**src/sv/json_token_scanner_unit_defines.svh**
```systemverilog
// Assertion macros shared by the token scanner RTL.
// Expects clk and rst_n in the scope of every use.
`ifndef JSON_TOKEN_SCANNER_UNIT_DEFINES_SVH
`define JSON_TOKEN_SCANNER_UNIT_DEFINES_SVH

// Same-cycle implication, checked out of reset.
`define JTS_ASSERT_NOW(label, ante, cons, msg) \
    label: assert property (@(posedge clk) disable iff (!rst_n) (ante) |-> (cons)) \
        else $error(msg);

// Next-cycle implication, checked out of reset.
`define JTS_ASSERT_NEXT(label, ante, cons, msg) \
    label: assert property (@(posedge clk) disable iff (!rst_n) (ante) |=> (cons)) \
        else $error(msg);

`endif

```
**src/sv/jts_pkg.sv**
```systemverilog
// Shared types, token/error codes and keyword tables of the token scanner.
// No dependencies.
package jts_pkg;

    // token kinds
    localparam logic [3:0] KIND_LBRACKET = 4'd0;
    localparam logic [3:0] KIND_RBRACKET = 4'd1;
    localparam logic [3:0] KIND_LBRACE   = 4'd2;
    localparam logic [3:0] KIND_RBRACE   = 4'd3;
    localparam logic [3:0] KIND_COMMA    = 4'd4;
    localparam logic [3:0] KIND_COLON    = 4'd5;
    localparam logic [3:0] KIND_STRING   = 4'd6;
    localparam logic [3:0] KIND_NUMBER   = 4'd7;
    localparam logic [3:0] KIND_TRUE     = 4'd8;
    localparam logic [3:0] KIND_FALSE    = 4'd9;
    localparam logic [3:0] KIND_NULL     = 4'd10;
    localparam logic [3:0] KIND_ERROR    = 4'd11;
    localparam logic [3:0] KIND_END      = 4'd12;

    // error kinds
    localparam logic [2:0] ERR_NONE       = 3'd0;
    localparam logic [2:0] ERR_UNTERM_STR = 3'd1;
    localparam logic [2:0] ERR_BAD_NUMBER = 3'd2;
    localparam logic [2:0] ERR_UNK_WORD   = 3'd3;
    localparam logic [2:0] ERR_UNEXP_CHAR = 3'd4;
    localparam logic [2:0] ERR_UNEXP_END  = 3'd5;

    // result queue
    localparam int OUT_DEPTH    = 4;
    localparam int OUT_PTR_BITS = 2;
    localparam int OUT_LVL_BITS = 3;

    localparam int KW_COUNT = 6;

    typedef struct packed {
        logic [3:0]  kind;
        logic [2:0]  err;
        logic [15:0] line;
        logic        last;
    } result_t;

    // results caused by one input word, packed towards r0
    typedef struct packed {
        logic [1:0] n;
        result_t    r0;
        result_t    r1;
    } scan_res_t;

    // keyword text, character 0 in the lowest byte
    function automatic logic [7:0] kw_char(input logic [2:0] k, input logic [2:0] i);
        logic [39:0] txt;
        case (k)
            3'd0:    txt = 40'h00_65_75_72_74; // true
            3'd1:    txt = 40'h00_45_55_52_54; // TRUE
            3'd2:    txt = 40'h65_73_6C_61_66; // false
            3'd3:    txt = 40'h45_53_4C_41_46; // FALSE
            3'd4:    txt = 40'h00_6C_6C_75_6E; // null
            3'd5:    txt = 40'h00_4C_4C_55_4E; // NULL
            default: txt = 40'h0;
        endcase
        if (i > 3'd4)
            return 8'h00;
        return txt[{i, 3'b000} +: 8];
    endfunction

    function automatic logic [2:0] kw_len(input logic [2:0] k);
        case (k)
            3'd2, 3'd3: return 3'd5;
            default:    return 3'd4;
        endcase
    endfunction

    function automatic logic [3:0] kw_kind(input logic [2:0] k);
        case (k)
            3'd0, 3'd1: return KIND_TRUE;
            3'd2, 3'd3: return KIND_FALSE;
            default:    return KIND_NULL;
        endcase
    endfunction

endpackage

```
**src/sv/jts_scan_core.sv**
```systemverilog
// Scanner state and the decode of one byte in two scan passes.
// Depends on jts_pkg and json_token_scanner_unit_defines.svh.
`include "json_token_scanner_unit_defines.svh"

module jts_scan_core #(
    parameter int LINE_COUNT_BITS = 16
) (
    input  logic                clk,
    input  logic                rst_n,
    input  logic                step,
    input  logic [7:0]          char_byte,
    input  logic                end_of_input,
    output jts_pkg::scan_res_t  res
);

    typedef enum logic [3:0] {
        MODE_IDLE,
        MODE_STR,
        MODE_INT,
        MODE_DOT,
        MODE_FRAC,
        MODE_EMARK,
        MODE_ESIGN,
        MODE_EXP,
        MODE_WORD,
        MODE_SKIP
    } mode_t;

    typedef struct packed {
        logic                       emit;
        logic [3:0]                 kind;
        logic [2:0]                 err;
        logic                       rescan;
        mode_t                      mode;
        logic [5:0]                 cands;
        logic [2:0]                 wlen;
        logic [LINE_COUNT_BITS-1:0] line;
    } pass_t;

    mode_t                      mode_reg,     mode_next;
    logic [5:0]                 cands_reg,    cands_next;
    logic [2:0]                 wlen_reg,     wlen_next;
    logic [LINE_COUNT_BITS-1:0] line_reg,     line_next;
    logic                       finished_reg, finished_next;

    pass_t p1, p2;

    function automatic logic is_digit(input logic [7:0] c);
        return (c >= "0") && (c <= "9");
    endfunction

    function automatic logic is_alpha(input logic [7:0] c);
        logic [7:0] l;
        l = c | 8'h20;
        return (l >= "a") && (l <= "z");
    endfunction

    function automatic logic [15:0] line16(input logic [LINE_COUNT_BITS-1:0] v);
        logic [31:0] wide;
        wide = 32'(v);
        return wide[15:0];
    endfunction

    // drop candidates that cannot take this letter at this position
    function automatic logic [5:0] letter_cands(input logic [5:0] cands,
                                                input logic [2:0] wlen,
                                                input logic [7:0] c);
        logic [5:0] r;
        r = cands;
        for (int k = 0; k < jts_pkg::KW_COUNT; k++) begin
            if ((wlen >= jts_pkg::kw_len(3'(k))) || (jts_pkg::kw_char(3'(k), wlen) != c))
                r[k] = 1'b0;
        end
        return r;
    endfunction

    // keyword kind of the finished word, or error for an unknown word
    function automatic logic [3:0] close_kind(input logic [5:0] cands, input logic [2:0] wlen);
        logic [3:0] kind;
        kind = jts_pkg::KIND_ERROR;
        for (int k = jts_pkg::KW_COUNT - 1; k >= 0; k--) begin
            if (cands[k] && (jts_pkg::kw_len(3'(k)) == wlen))
                kind = jts_pkg::kw_kind(3'(k));
        end
        return kind;
    endfunction

    function automatic pass_t do_pass(input mode_t m, input logic [5:0] cands,
                                      input logic [2:0] wlen,
                                      input logic [LINE_COUNT_BITS-1:0] line,
                                      input logic [7:0] c);
        pass_t p;
        logic  num_end;
        p        = '0;
        p.mode   = m;
        p.cands  = cands;
        p.wlen   = wlen;
        p.line   = line;
        p.kind   = jts_pkg::KIND_ERROR;
        p.err    = jts_pkg::ERR_NONE;
        num_end  = 1'b0;
        case (m)
            MODE_IDLE:
            begin
                if ((c == " ") || (c == "\t") || (c == "\r")) begin
                end else if (c == "\n") begin
                    if (line != '1)
                        p.line = line + 1'b1;
                end else if (c == "\"") begin
                    p.mode = MODE_STR;
                end else if (is_digit(c)) begin
                    p.mode = MODE_INT;
                end else if (c == "[") begin
                    p.emit = 1'b1; p.kind = jts_pkg::KIND_LBRACKET;
                end else if (c == "]") begin
                    p.emit = 1'b1; p.kind = jts_pkg::KIND_RBRACKET;
                end else if (c == "{") begin
                    p.emit = 1'b1; p.kind = jts_pkg::KIND_LBRACE;
                end else if (c == "}") begin
                    p.emit = 1'b1; p.kind = jts_pkg::KIND_RBRACE;
                end else if (c == ",") begin
                    p.emit = 1'b1; p.kind = jts_pkg::KIND_COMMA;
                end else if (c == ":") begin
                    p.emit = 1'b1; p.kind = jts_pkg::KIND_COLON;
                end else if (is_alpha(c)) begin
                    p.mode  = MODE_WORD;
                    p.cands = letter_cands(6'h3F, 3'd0, c);
                    p.wlen  = 3'd1;
                end else begin
                    p.emit = 1'b1;
                    p.err  = jts_pkg::ERR_UNEXP_CHAR;
                    p.mode = MODE_SKIP;
                end
            end
            MODE_STR:
            begin
                if (c == "\"") begin
                    p.emit = 1'b1; p.kind = jts_pkg::KIND_STRING; p.mode = MODE_IDLE;
                end else if ((c == ",") || (c == ":") || (c == "\n")) begin
                    p.emit   = 1'b1;
                    p.err    = jts_pkg::ERR_UNTERM_STR;
                    p.mode   = MODE_SKIP;
                    p.rescan = 1'b1;
                end
            end
            MODE_INT, MODE_FRAC:
            begin
                if (is_digit(c)) begin
                end else if ((c == ".") && (m == MODE_INT)) begin
                    p.mode = MODE_DOT;
                end else if ((c == "e") || (c == "E")) begin
                    p.mode = MODE_EMARK;
                end else begin
                    num_end = 1'b1;
                end
            end
            MODE_DOT, MODE_EMARK, MODE_ESIGN:
            begin
                if (is_digit(c)) begin
                    p.mode = (m == MODE_DOT) ? MODE_FRAC : MODE_EXP;
                end else if ((m == MODE_EMARK) && ((c == "+") || (c == "-"))) begin
                    p.mode = MODE_ESIGN;
                end else begin
                    p.emit   = 1'b1;
                    p.err    = jts_pkg::ERR_BAD_NUMBER;
                    p.mode   = MODE_SKIP;
                    p.rescan = 1'b1;
                end
            end
            MODE_EXP:
            begin
                if (!is_digit(c))
                    num_end = 1'b1;
            end
            MODE_WORD:
            begin
                if (is_alpha(c)) begin
                    p.cands = letter_cands(cands, wlen, c);
                    p.wlen  = (wlen < 3'd7) ? wlen + 3'd1 : wlen;
                end else begin
                    p.emit   = 1'b1;
                    p.rescan = 1'b1;
                    p.kind   = close_kind(cands, wlen);
                    if (p.kind == jts_pkg::KIND_ERROR) begin
                        p.err  = jts_pkg::ERR_UNK_WORD;
                        p.mode = MODE_SKIP;
                    end else begin
                        p.mode = MODE_IDLE;
                    end
                end
            end
            default:
            begin
                // discard up to the line feed
                if (c == "\n") begin
                    if (line != '1)
                        p.line = line + 1'b1;
                    p.mode = MODE_IDLE;
                end
            end
        endcase
        if (num_end) begin
            p.emit = 1'b1;
            if (is_alpha(c)) begin
                p.err  = jts_pkg::ERR_BAD_NUMBER;
                p.mode = MODE_SKIP;
            end else begin
                p.kind   = jts_pkg::KIND_NUMBER;
                p.mode   = MODE_IDLE;
                p.rescan = 1'b1;
            end
        end
        return p;
    endfunction

    always_comb
    begin
        logic       e0, e1;
        logic [3:0] k0, k1;
        logic [2:0] x0, x1;
        logic [15:0] l0, l1;

        p1 = do_pass(mode_reg, cands_reg, wlen_reg, line_reg, char_byte);
        p2 = do_pass(p1.mode, p1.cands, p1.wlen, p1.line, char_byte);

        mode_next     = mode_reg;
        cands_next    = cands_reg;
        wlen_next     = wlen_reg;
        line_next     = line_reg;
        finished_next = finished_reg;

        e0 = 1'b0; k0 = jts_pkg::KIND_ERROR; x0 = jts_pkg::ERR_NONE; l0 = line16(line_reg);
        e1 = 1'b0; k1 = jts_pkg::KIND_END;   x1 = jts_pkg::ERR_NONE; l1 = line16(line_reg);

        if (finished_reg) begin
            // nothing after the end token
        end else if (end_of_input) begin
            e1 = 1'b1;
            case (mode_reg)
                MODE_STR:
                begin
                    e0 = 1'b1; x0 = jts_pkg::ERR_UNTERM_STR;
                end
                MODE_INT, MODE_FRAC, MODE_EXP:
                begin
                    e0 = 1'b1; k0 = jts_pkg::KIND_NUMBER;
                end
                MODE_DOT, MODE_EMARK, MODE_ESIGN:
                begin
                    e0 = 1'b1; x0 = jts_pkg::ERR_UNEXP_END;
                end
                MODE_WORD:
                begin
                    e0 = 1'b1;
                    k0 = close_kind(cands_reg, wlen_reg);
                    if (k0 == jts_pkg::KIND_ERROR)
                        x0 = jts_pkg::ERR_UNK_WORD;
                end
                default:
                begin
                end
            endcase
            mode_next     = MODE_IDLE;
            finished_next = 1'b1;
        end else begin
            e0 = p1.emit; k0 = p1.kind; x0 = p1.err;
            e1 = p1.rescan && p2.emit; k1 = p2.kind; x1 = p2.err; l1 = line16(p1.line);
            if (p1.rescan) begin
                mode_next = p2.mode; cands_next = p2.cands;
                wlen_next = p2.wlen; line_next  = p2.line;
            end else begin
                mode_next = p1.mode; cands_next = p1.cands;
                wlen_next = p1.wlen; line_next  = p1.line;
            end
        end

        // compact the results towards r0
        res    = '0;
        res.n  = 2'(e0) + 2'(e1);
        if (e0) begin
            res.r0 = '{kind: k0, err: x0, line: l0, last: !e1};
            res.r1 = '{kind: k1, err: x1, line: l1, last: 1'b1};
        end else begin
            res.r0 = '{kind: k1, err: x1, line: l1, last: 1'b1};
        end
    end

    always_ff @(posedge clk or negedge rst_n)
    begin
        if (!rst_n) begin
            mode_reg     <= MODE_IDLE;
            cands_reg    <= 6'h3F;
            wlen_reg     <= 3'd0;
            line_reg     <= LINE_COUNT_BITS'(1);
            finished_reg <= 1'b0;
        end else if (step) begin
            mode_reg     <= mode_next;
            cands_reg    <= cands_next;
            wlen_reg     <= wlen_next;
            line_reg     <= line_next;
            finished_reg <= finished_next;
        end
    end

    `JTS_ASSERT_NOW(a_quiet_after_end, finished_reg, res.n == 2'd0, "result after end token")
    `JTS_ASSERT_NEXT(a_end_sets_finished, step && end_of_input, finished_reg,
                     "end of input did not finish scanning")
    `JTS_ASSERT_NOW(a_line_nonzero, 1'b1, line_reg != '0, "line count reached zero")

endmodule

```
**src/sv/jts_out_fifo.sv**
```systemverilog
// Four-entry result queue, up to two results pushed and one popped per cycle.
// Depends on jts_pkg and json_token_scanner_unit_defines.svh.
`include "json_token_scanner_unit_defines.svh"

module jts_out_fifo (
    input  logic                                clk,
    input  logic                                rst_n,
    input  logic [1:0]                          push_n,
    input  jts_pkg::result_t                    push_d0,
    input  jts_pkg::result_t                    push_d1,
    input  logic                                pop,
    output logic                                head_valid,
    output jts_pkg::result_t                    head,
    output logic [jts_pkg::OUT_LVL_BITS-1:0]    level
);

    jts_pkg::result_t                   slot_reg [jts_pkg::OUT_DEPTH];
    logic [jts_pkg::OUT_PTR_BITS-1:0]   wr_ptr_reg, rd_ptr_reg;
    logic [jts_pkg::OUT_LVL_BITS-1:0]   level_reg;
    logic [jts_pkg::OUT_PTR_BITS-1:0]   wr_ptr_inc;

    assign wr_ptr_inc = wr_ptr_reg + 1'b1;
    assign head_valid = (level_reg != '0);
    assign head       = slot_reg[rd_ptr_reg];
    assign level      = level_reg;

    always_ff @(posedge clk)
    begin
        if (push_n != 2'd0)
            slot_reg[wr_ptr_reg] <= push_d0;
        if (push_n == 2'd2)
            slot_reg[wr_ptr_inc] <= push_d1;
    end

    always_ff @(posedge clk or negedge rst_n)
    begin
        if (!rst_n) begin
            wr_ptr_reg <= '0;
            rd_ptr_reg <= '0;
            level_reg  <= '0;
        end else begin
            wr_ptr_reg <= wr_ptr_reg + jts_pkg::OUT_PTR_BITS'(push_n);
            rd_ptr_reg <= rd_ptr_reg + jts_pkg::OUT_PTR_BITS'(pop);
            level_reg  <= level_reg + jts_pkg::OUT_LVL_BITS'(push_n)
                                    - jts_pkg::OUT_LVL_BITS'(pop);
        end
    end

    `JTS_ASSERT_NOW(a_no_overflow, 1'b1,
        (level_reg + jts_pkg::OUT_LVL_BITS'(push_n) - jts_pkg::OUT_LVL_BITS'(pop))
            <= jts_pkg::OUT_LVL_BITS'(jts_pkg::OUT_DEPTH),
        "result queue overflow")
    `JTS_ASSERT_NOW(a_no_underflow, pop, level_reg != '0, "pop from empty result queue")
    `JTS_ASSERT_NEXT(a_push_shows, (level_reg == '0) && (push_n != 2'd0) && !pop,
        head_valid, "pushed result not visible")

endmodule

```
**src/sv/json_token_scanner_unit.sv**
```systemverilog
// JSON token scanner top level (input register, scan core, result queue); needs jts_pkg,
//   jts_scan_core, jts_out_fifo and the defines header.
// A taken byte waits in the input register and is scanned and queued once the queue has room.
// Throughput: one byte per cycle while the queue holds at most two results after this
//   cycle's pop; two-result bytes fill it at one result word per clock out.
// Reset (rst_n, async, active low): idle mode, line one, queue empty, not finished.
`include "json_token_scanner_unit_defines.svh"

module json_token_scanner_unit #(
    parameter int LINE_COUNT_BITS = 16
) (
    input  logic        clk,
    input  logic        rst_n,
    // input stream: one source byte per word
    input  logic        s_axis_tvalid,
    output logic        s_axis_tready,
    input  logic [7:0]  s_axis_tdata,   // [7:0] char_byte
    input  logic        s_axis_tuser,   // [0] end_of_input
    // result stream: one token per word
    output logic        m_axis_tvalid,
    input  logic        m_axis_tready,
    output logic [23:0] m_axis_tdata,   // [3:0] token_kind, [6:4] error_kind,
                                        // [22:7] line_number, [23] zero
    output logic        m_axis_tlast    // last result of the input byte
);

    // Input register: holds the accepted byte until the queue has room for
    // its worst case of two results.
    logic       in_valid_reg;
    logic [7:0] in_byte_reg;
    logic       in_eoi_reg;

    logic                                   step;
    logic                                   room;
    logic                                   pop;
    logic [jts_pkg::OUT_LVL_BITS-1:0]       level;
    jts_pkg::scan_res_t                     res;
    jts_pkg::result_t                       head;

    assign pop  = m_axis_tvalid && m_axis_tready;
    // after this cycle's pop at most two slots may be in use
    assign room = (level - jts_pkg::OUT_LVL_BITS'(pop))
                  <= jts_pkg::OUT_LVL_BITS'(jts_pkg::OUT_DEPTH - 2);
    assign step = in_valid_reg && room;

    // the register is free or is being drained this cycle
    assign s_axis_tready = !in_valid_reg || step;

    always_ff @(posedge clk or negedge rst_n)
    begin
        if (!rst_n) begin
            in_valid_reg <= 1'b0;
        end else if (s_axis_tready) begin
            in_valid_reg <= s_axis_tvalid;
        end
    end

    // payload: no reset needed
    always_ff @(posedge clk)
    begin
        if (s_axis_tready && s_axis_tvalid) begin
            in_byte_reg <= s_axis_tdata;
            in_eoi_reg  <= s_axis_tuser;
        end
    end

    // Scan both passes of the byte and update the scanner state on step.
    jts_scan_core #(
        .LINE_COUNT_BITS (LINE_COUNT_BITS)
    ) u_scan (
        .clk          (clk),
        .rst_n        (rst_n),
        .step         (step),
        .char_byte    (in_byte_reg),
        .end_of_input (in_eoi_reg),
        .res          (res)
    );

    // Queue the results; it decouples the scanner from output stalls.
    jts_out_fifo u_fifo (
        .clk        (clk),
        .rst_n      (rst_n),
        .push_n     (step ? res.n : 2'd0),
        .push_d0    (res.r0),
        .push_d1    (res.r1),
        .pop        (pop),
        .head_valid (m_axis_tvalid),
        .head       (head),
        .level      (level)
    );

    assign m_axis_tdata = {1'b0, head.line, head.err, head.kind};
    assign m_axis_tlast = head.last;

    `JTS_ASSERT_NOW(a_err_iff_error_kind, m_axis_tvalid,
        (head.kind == jts_pkg::KIND_ERROR) == (head.err != jts_pkg::ERR_NONE),
        "error code does not match token kind")
    `JTS_ASSERT_NEXT(a_held_byte_stays, in_valid_reg && !step,
        in_valid_reg && $stable(in_byte_reg) && $stable(in_eoi_reg),
        "waiting input byte lost or changed")
    `JTS_ASSERT_NOW(a_step_has_room, step, level <= jts_pkg::OUT_LVL_BITS'(jts_pkg::OUT_DEPTH),
        "scan step without queue room")

endmodule

```
**config.mk**
```make
export PLATFORM = sky130hd
export DESIGN_NAME = json_token_scanner_unit
export DESIGN_NICKNAME = d
export VERILOG_FILES = /design/src/sv/jts_pkg.sv /design/src/sv/jts_scan_core.sv /design/src/sv/jts_out_fifo.sv /design/src/sv/json_token_scanner_unit.sv
export VERILOG_INCLUDE_DIRS = /design/src /design/src/sv
export SDC_FILE = /design/constraint.sdc
export NUM_CORES = 1
export LEC_CHECK = 0
export BUFFER_PORTS_ARGS = -buffer_cell sky130_fd_sc_hd__buf_2
export CAP_MARGIN = 10
export CORE_MARGIN = 3
export CORE_UTILIZATION = 55
export DETAILED_ROUTE_END_ITERATION = 6
export PLACE_DENSITY_LB_ADDON = 0.08
export SLEW_MARGIN = 20
export SYNTH_ARGS = -nofsm -noshare
export SYNTH_HDL_FRONTEND = slang
export SYNTH_SLANG_ARGS = --single-unit
```
**constraint.sdc**
```tcl
create_clock -name clk -period 5.5 [get_ports clk]
set_input_delay 1.1 -clock clk [delete_from_list [all_inputs] [get_ports clk]]
set_output_delay 1.1 -clock clk [all_outputs]
set_load 0.02 [all_outputs]
```
Yosys cells after proc, flatten, opt, wreduce, memory -nomap -nowiden. Memory sizes are Yosys's and may differ from the RTL's. Cells that the tools add are included. W data, S select, Z words.

Flip-flop bits (word level): 47. RAM bits: 96. Input port bits: 13. Output and inout bits: 27. Logic and storage cells: 575. Memories kept: 1.

Memories: u_fifo.slot_reg (words 4, bits a word 24, read ports 1, clocked after Yosys merged registers in 0, wr ports 2, RTL line jts_out_fifo.sv:17) `jts_pkg::result_t slot_reg [jts_pkg::OUT_DEPTH];`.

$add $sub $neg: 11. Order comparisons: 17. Equal/unequal tests: 68. Shifts and indexed selects: 12. Multiplexer cells: 379. Bitwise logic cells: 2. Reductions and logical operators: 74.

Operators by type and width (count): $mux W8 (114); $mux W40 (18); $shiftx A40 B7 Y8 (12); $mux W13 (18); $ne A8 B8 Y1 (24); $mux W3 (60); $mux W4 (42); $mux W16 (7); $mux W9 (8); $mux W1 (64); $pmux W16 S2 (2); $mux W29 (2); $eq A8 B6 Y1 const B (7); $eq A8 B7 Y1 const B (7); $mux W24 (2); $pmux W4 S6 (2); $mux W2 (18); $pmux W9 S2 (2); $add A16 B1 Y16 const B (2); $eq A4 B3 Y1 const B (8); $ne A16 B16 Y1 const B (2); $logic_or A1 B1 Y1 (31); $logic_and A1 B1 Y1 (28); $mux W5 (5); 40 further kinds (78).

Depth between registers and ports, before layout. Gate-level depths: netlist (run 1).

Depth after elaboration: 56. Gate-level depth with buffers: 22. Depth with buffers taken out: 19.

Hierarchy. A second synthesis (run 1) with hierarchy kept.

Cell total of the unflattened synthesis: 983. Area total of the unflattened synthesis: 10233.6 µm².

Modules (own cells, without submodules): jts_out_fifo (instances 1, cells each 272, area each 5078.6 µm², sequential area each 3057.9 µm²); jts_scan_core (instances 1, cells each 681, area each 4729.5 µm², sequential area each 759.5 µm²); json_token_scanner_unit (instances 1, cells each 30, area each 425.4 µm², sequential area each 295.3 µm²).

Worst setup path before layout (run 1). OpenSTA, ideal clock, no wires.

Kind: flip-flop to flip-flop. From: reg u_scan.wlen_reg[0]. To: mem u_fifo.slot_reg[3][0] in the netlist's numbering (enable). Library setup time: 0.440 ns. Arrival time: 5.129 ns. Setup slack: -0.069 ns. Stages on the path, launching flop included: 18. Clock period less this slack: 5.569 ns. Path through: dfrtp_1 inv_1 ha_1 clkbuf_1 nand2_1 o21ai_0 or2_2 buf_1 o21a_1 a41oi_1 xnor2_1 o31ai_1 a31oi_1 o31ai_1 ha_1 clkbuf_1 mux2i_1 nor3b_1.

RTL lines: start: declaration (RTL line jts_scan_core.sv:42) `logic [2:0] wlen_reg, wlen_next;`; start signal: assignment (RTL line jts_scan_core.sv:299) `wlen_reg <= wlen_next;`; end: declaration (RTL line jts_out_fifo.sv:17).

==> impl_metrics.yaml, run 1 <==
timing:
  timing.fmax_mhz: 200
  clock_skew_ps: 11.9
  relSlewSlack_pct: 58.0
  drv_slew: 0
  finalSetupTns_ps: 0
  setup_viol: 0
  fin_hold_ws_ps: 473
  setup_slack_ps: 505
  finalCritPeriodShare_pct: 90.8
  rsz0062_at_grt: "false"
  finalHoldViolCount: 0
  tightest_slew_ps: 624
  layout_min_cycle_time_ps: 4990
yosys:
  syn_area_sq_um: 9640
  synth.net_count: 1026
  synth-seq-cells: 143
  synth_edf_count: 105
  synth-simple-area-share_pct: 22.6
  async_reset_ff_share_pct: 26.6
  synth_top_flop_cell: "edfxtp_1"
  yosys.area_share.adder_pct: 2.41
  netlist_instances: 995
  yosysUniqueCellTypes: 99
  synth_top_family_by_area: "simple AND/OR/NAND/NOR gates"
  synth_compound_area_share_pct: 16.4
  yosys_warnings: 0
  synth.area.mux_share_pct: 8.04
  ys_seq_area_share_pct: 42.7
  synth.avg_cell_area_sq_um: 9.69
  synth_xor_area_share_pct: 3.36
power:
  finalPower_mw: 4.72
  p_leak_nw: 3.75
  ir_drop_mv: 0.581
  p_per_area_nw_per_um2: 440
placement:
  portBuffers: 38
  placed_area_sq_um: 10100
  dp_cells: 1214
  pre_cts_slack_ps: 268
  gp_congestion: 0.971
  dpl.hpwl_um: 18100
setup_path:
  crit_type: "reg -> reg"
  cp.arrival_ps: 5160
  r2r_slack_ps: 510
  cp_slowest_cell: "edfxtp_1"
  end_kind: "flip-flop"
  required_ps: 5660
  rr_startpoint: "in_byte_reg[2]$_DFFE_PP_"
  r2r-end: "u_fifo.slot_reg[3][1]$_DFFE_PP_"
  worstPathCellList: "buf_4 > or2_2 > o22ai_1 > nor2_1 > buf_4 > o21ai_0 > a31oi_1 > o31ai_1 > a31oi_1 > o31ai_1 > ha_1 > nand3_1 > or3_1 > nor2_1 > buf_4 > nor2_1"
  crit_cells: 16
  start_kind: "flip-flop"
  cp_top_family: "compound AO/OA/AOI/OAI gates"
  max_stage_delay_ps: 580
  worstPathMaxFanout: 16
  crit_buf_inv: 3
  reg2reg_depth: 16
global_route:
  grt_max_degree: 39
  overflow: 0
  grt_pass1_vias: 7475
  grt_pass1_wl_um: 42000
  grt_antenna_before_repair: 0
  track_usage_pct: 27.1
floorplanning:
  num_rows: 47
  design.core.area_sq_um: 16900
  io_pins: 40
  die_h_um: 138
  start_util_pct: 57.1
  die_area_sq_um: 19100
  die_w_um: 138
cts:
  cts-htree-levels: 4
  holdBufCountCts: 0
  cts_buffer_depth: 2
  cts.sinks: 143
  clock_latency_ps: 430
  cts_tree: "done"
  clkTransAtPathRegs_ps: 70
  numCtsBuffers: 17
  cts_root_buf: "clkbuf_16"
min_path:
  hp-start: "u_scan.cands_reg[2]$_DFFE_PN1P_"
  hold_class: "reg -> reg"
  holdPathEnd: "u_scan.cands_reg[2]$_DFFE_PN1P_"
  hold_depth: 2
route:
  via_per_inst: 6.42
  drt_iter0_markers: 891
  dr_total_vias: 8002
  drt_wl_total_um: 25900
  postRouteAntennaNets: 0
  drc: 0
  dr.pass1.iters: 5
  wire_per_inst_um: 20.8
final_layout:
  design_area_sq_um: 10700
  final_common_cell: "nor2_1"
  nNetsFinal: 1045
  syn_to_final_growth_pct: 11.3
  stdcell_count: 1247
  drive_above_1_share_pct: 18.9
  fill_cells: 1376
  num_antenna_cells: 0
  mostFrequentLayoutCells: "nor2_1 (133), edfxtp_1 (105), nand2_1 (88), o21ai_0 (51), buf_4 (42)"
  largest_register_ffs: 96
  post-route-util_pct: 63.5
flow_run:
  maxCapViolations: 0
outcome:
  status: "completed"
-- cell usage after synthesis (5+ instances only) --
master | n | area share (%)
a211oi_1 | 6 | 0.47
a21o_1 | 5 | 0.39
a21oi_1 | 41 | 2.1
a31oi_1 | 15 | 0.97
and2_1 | 15 | 0.97
and3_1 | 10 | 0.65
and4_1 | 7 | 0.64
buf_1 | 9 | 0.35
buf_2 | 11 | 0.57
clkbuf_1 | 52 | 2.0
dfrtp_1 | 31 | 8.0
dfstp_2 | 7 | 1.9
edfxtp_1 | 105 | 33
ha_1 | 17 | 2.2
inv_1 | 21 | 0.82
mux2_2 | 9 | 1.1
mux2i_1 | 11 | 1.1
mux4_2 | 24 | 5.6
nand2_1 | 88 | 3.4
nand2b_1 | 16 | 1.0
nand3_1 | 27 | 1.4
nand3b_1 | 6 | 0.47
nand4_1 | 18 | 1.2
nor2_1 | 134 | 5.2
nor2b_1 | 6 | 0.39
nor3_1 | 20 | 1.0
nor3b_1 | 5 | 0.39
nor4_1 | 12 | 0.78
o211ai_1 | 9 | 0.70
o21ai_0 | 51 | 2.6
o21ai_1 | 7 | 0.36
o21bai_1 | 5 | 0.39
o22ai_1 | 9 | 0.58
o31ai_1 | 13 | 1.0
or2_2 | 6 | 0.39
or3_1 | 16 | 1.0
xnor2_1 | 24 | 2.2
xor2_1 | 13 | 1.2
-- cell type report --
| type | count | area [sq um] | share of cell area, % |
|---|---|---|---|
| clock inverter | 15 | 189 | 1.76 |
| inverter | 23 | 86.3 | 0.805 |
| multi-input combinational | 750 | 5140 | 47.9 |
| tap | 220 | 275 | 2.57 |
| timing repair buffer | 79 | 500 | 4.67 |
| sequential | 143 | 4110 | 38.3 |
| clock buffer | 17 | 425 | 3.97 |
-- routing by layer --
metal  track usage (%)  routed length [um]  part of all wire [%]
met2              42.6               12200                    47
met4              8.22                 423                   1.6
met5                 0                   0                     0
met3              3.83                1680                   6.5
met1              39.5               11600                    45
-- worst min-delay path, delay by kind of cell (launching register included) --
family	cells	cell delay, ps
AOI/OAI and AO/OA	1	60
buffers and inverters	1	40
DFF	1	370
-- worst max path at each step --
| stage | startpoint | endpoint | slack [ps] |
|---|---|---|---|
| global route | in_byte_reg[4]$_DFFE_PP_ | u_fifo.slot_reg[3][6]$_DFFE_PP_ | 100 |
| detailed placement | in_byte_reg[4]$_DFFE_PP_ | u_fifo.slot_reg[3][2]$_DFFE_PP_ | 270 |
| CTS | in_byte_reg[4]$_DFFE_PP_ | u_fifo.slot_reg[3][4]$_DFFE_PP_ | 240 |
| global placement | in_byte_reg[4]$_DFFE_PP_ | u_fifo.slot_reg[3][9]$_DFFE_PP_ | 350 |
| floorplan | u_scan.wlen_reg[0]$_DFFE_PN0P_ | u_fifo.slot_reg[1][0]$_DFFE_PP_ | 90 |
| finish | in_byte_reg[2]$_DFFE_PP_ | u_fifo.slot_reg[3][1]$_DFFE_PP_ | 510 |
-- report_power, final --
part / total (mW) / leakage, nW / switching [mW] / internal (mW)
registers: 1.38 / 1.39 / 0.150 / 1.24
logic: 2.15 / 2.06 / 1.33 / 0.816
clock network: 1.19 / 0.299 / 0.566 / 0.621
-- kinds of logic after synthesis --
kind of cell / Yosys count
and+or+nand+nor: 419
AOI/OAI and AO/OA: 229
DFF: 143
buffers and inverters: 102
muxes: 46
xor gates and xnor gates: 37
adders and majority gates: 18
other: 1
-- repair_timing --
item	CTS	global route
setup endpoints to repair	0	117
buffers inserted	0	1
resized for setup	0	3
Power figures use the tool's default switching activity.
==> run 2: changes to the inputs <==
- GPL_TIMING_DRIVEN: unset -> 0
==> impl_metrics.yaml, run 2 (synthesis results as in run 1) <==
outcome:
  status: "completed"
power:
  finalPower_mw: 4.87
  ir_drop_mv: 0.271
  p_per_area_nw_per_um2: 443
  p_leak_nw: 3.80
final_layout:
  mostFrequentLayoutCells: "nor2_1 (131), edfxtp_1 (105), nand2_1 (87), o21ai_0 (50), buf_2 (47)"
  num_antenna_cells: 0
  drive_above_1_share_pct: 19.2
  syn_to_final_growth_pct: 13.9
  seq_area_sq_um: 4110
  fill_cells: 1305
  largest_register_ffs: 96
  post-route-util_pct: 65.0
  multi_input_area_sq_um: 5220
  final_common_cell: "nor2_1"
  nNetsFinal: 1091
timing:
  finalCritPeriodShare_pct: 95.5
  rsz0062_at_grt: "false"
  finalHoldViolCount: 0
  drv_slew: 0
  setup_viol: 0
  relSlewSlack_pct: 30.1
  clock_skew_ps: 7.46
  timing.fmax_mhz: 190
  tightest_slew_ps: 1050
  layout_min_cycle_time_ps: 5250
placement:
  gp_congestion: 0.991
  portBuffers: 38
  dpl.hpwl_um: 19900
min_path:
  hold_depth: 2
  hp-start: "u_scan.cands_reg[2]$_DFFE_PN1P_"
  holdPathEnd: "u_scan.cands_reg[2]$_DFFE_PN1P_"
  hold_class: "reg -> reg"
global_route:
  grt_pass1_wl_um: 44500
  overflow: 0
  grt_max_degree: 39
  grt_antenna_before_repair: 0
  track_usage_pct: 28.9
  grt_pass1_vias: 8020
cts:
  cts-htree-levels: 4
  clkTransAtPathRegs_ps: 70
  cts_tree: "done"
  numCtsBuffers: 17
  clock_latency_ps: 430
  cts_buffer_depth: 2
  holdBufCountCts: 0
  cts.sinks: 143
  cts_root_buf: "clkbuf_16"
route:
  drt_wl_total_um: 27900
  routed-wl-met3_um: 2040
  dr.pass1.iters: 5
  met1_length_um: 11900
  dr_total_vias: 8460
  drt_iter0_markers: 1030
  drc: 0
  via_per_inst: 6.54
  wl_met2_um: 13200
  postRouteAntennaNets: 0
  wire_per_inst_um: 21.6
  top_layer: "met4"
floorplanning:
  design.core.area_sq_um: 16900
  io_pins: 40
  die_h_um: 138
  num_rows: 47
  die_w_um: 138
  die_area_sq_um: 19100
  start_util_pct: 57.1
setup_path:
  start_kind: "flip-flop"
  required_ps: 5660
  reg2reg_depth: 17
  crit_type: "reg -> reg"
  worstPathMaxFanout: 10
  r2r_slack_ps: 250
  r2r-end: "u_fifo.slot_reg[3][12]$_DFFE_PP_"
  end_kind: "flip-flop"
  cp.arrival_ps: 5410
  rr_startpoint: "u_scan.mode_reg[1]$_DFFE_PN0P_"
flow_run:
  maxCapViolations: 0
-- run 2: cell types whose count changed in the layout (fill, tap and decap cells not counted), sizes merged --
cell,delta
buf,-5
bufinv,+2
clkinv,-3
clkbuf,+50
inv,+1
nor2,+1
-- run 2: stage by stage --
stage	std cells	hold WS, ps	setup slack (ps)	area, sq um	TNS [ps]
2_1_floorplan	995	445	91.5	9640	0
3_3_place_gp	1253	463	-2050	10100	-142340
3_5_place_dp	1258	465	-497	10200	-13060
4_1_cts	1291	476	6.88	10800	0
5_1_grt	1293	503	40.0	11000	0
6_report	1293	479	250	11000	0
-- run 2: timing repair --
item,CTS,global route
setup endpoints to repair,114,160
gates cloned,0,1
gates resized for setup,8,27
pin swaps,1,2
setup buffers,2,5
-- run 2: worst max-delay path, cell delays in order, from the launching register on --
cell and delay, ps:
dfrtp_1 430, clkbuf_1 250, nor4_4 440, clkbuf_1 520, nand2_1 170, o2111a_1 200
nor2_1 320, xnor2_1 160, o31ai_2 360, a31oi_1 110, o31ai_1 320, ha_2 280
nand3_1 210, or3_1 390, clkbuf_1 230, nor2_4 240, clkbuf_4 280, nor2_1 70
-- run 2: worst max-delay path by stage --
| stage | from | to | depth (start not counted) |
|---|---|---|---|
| after floorplan | u_scan.wlen_reg[0]$_DFFE_PN0P_ | u_fifo.slot_reg[1][0]$_DFFE_PP_ | 17 |
| after global placement | in_byte_reg[4]$_DFFE_PP_ | u_fifo.slot_reg[1][11]$_DFFE_PP_ | 14 |
| after detailed placement | in_byte_reg[4]$_DFFE_PP_ | u_fifo.slot_reg[3][9]$_DFFE_PP_ | 18 |
| after CTS | u_scan.wlen_reg[0]$_DFFE_PN0P_ | u_fifo.slot_reg[2][8]$_DFFE_PP_ | 21 |
| after global routing | u_scan.wlen_reg[1]$_DFFE_PN0P_ | u_fifo.slot_reg[3][12]$_DFFE_PP_ | 19 |
| final | u_scan.mode_reg[1]$_DFFE_PN0P_ | u_fifo.slot_reg[3][12]$_DFFE_PP_ | 17 |
-- run 2: area by class of cell --
class                   instances  share of cell area [%]
clock inverters                15                    1.71
inverters                      23                   0.787
clock buffers                  17                    3.88
multi-input cells             751                    47.5
plain buffers                  74                    3.10
repair buffers                 50                    2.99
flip-flops and latches        143                    37.5
well taps                     220                    2.51
-- run 2: where the power goes --
group	switching (mW)	internal [mW]	total, mW
clock network	0.532	0.692	1.22
registers	0.0883	1.24	1.33
logic	1.50	0.822	2.32
-- run 2: routing by layer --
metal / vias to the layer above / global-route usage, %
met3: 71 / 5.52
met1: 4105 / 40.2
met4: 0 / 8.84
met2: 423 / 46.3
li1: 3861 / -
met5: - / 0
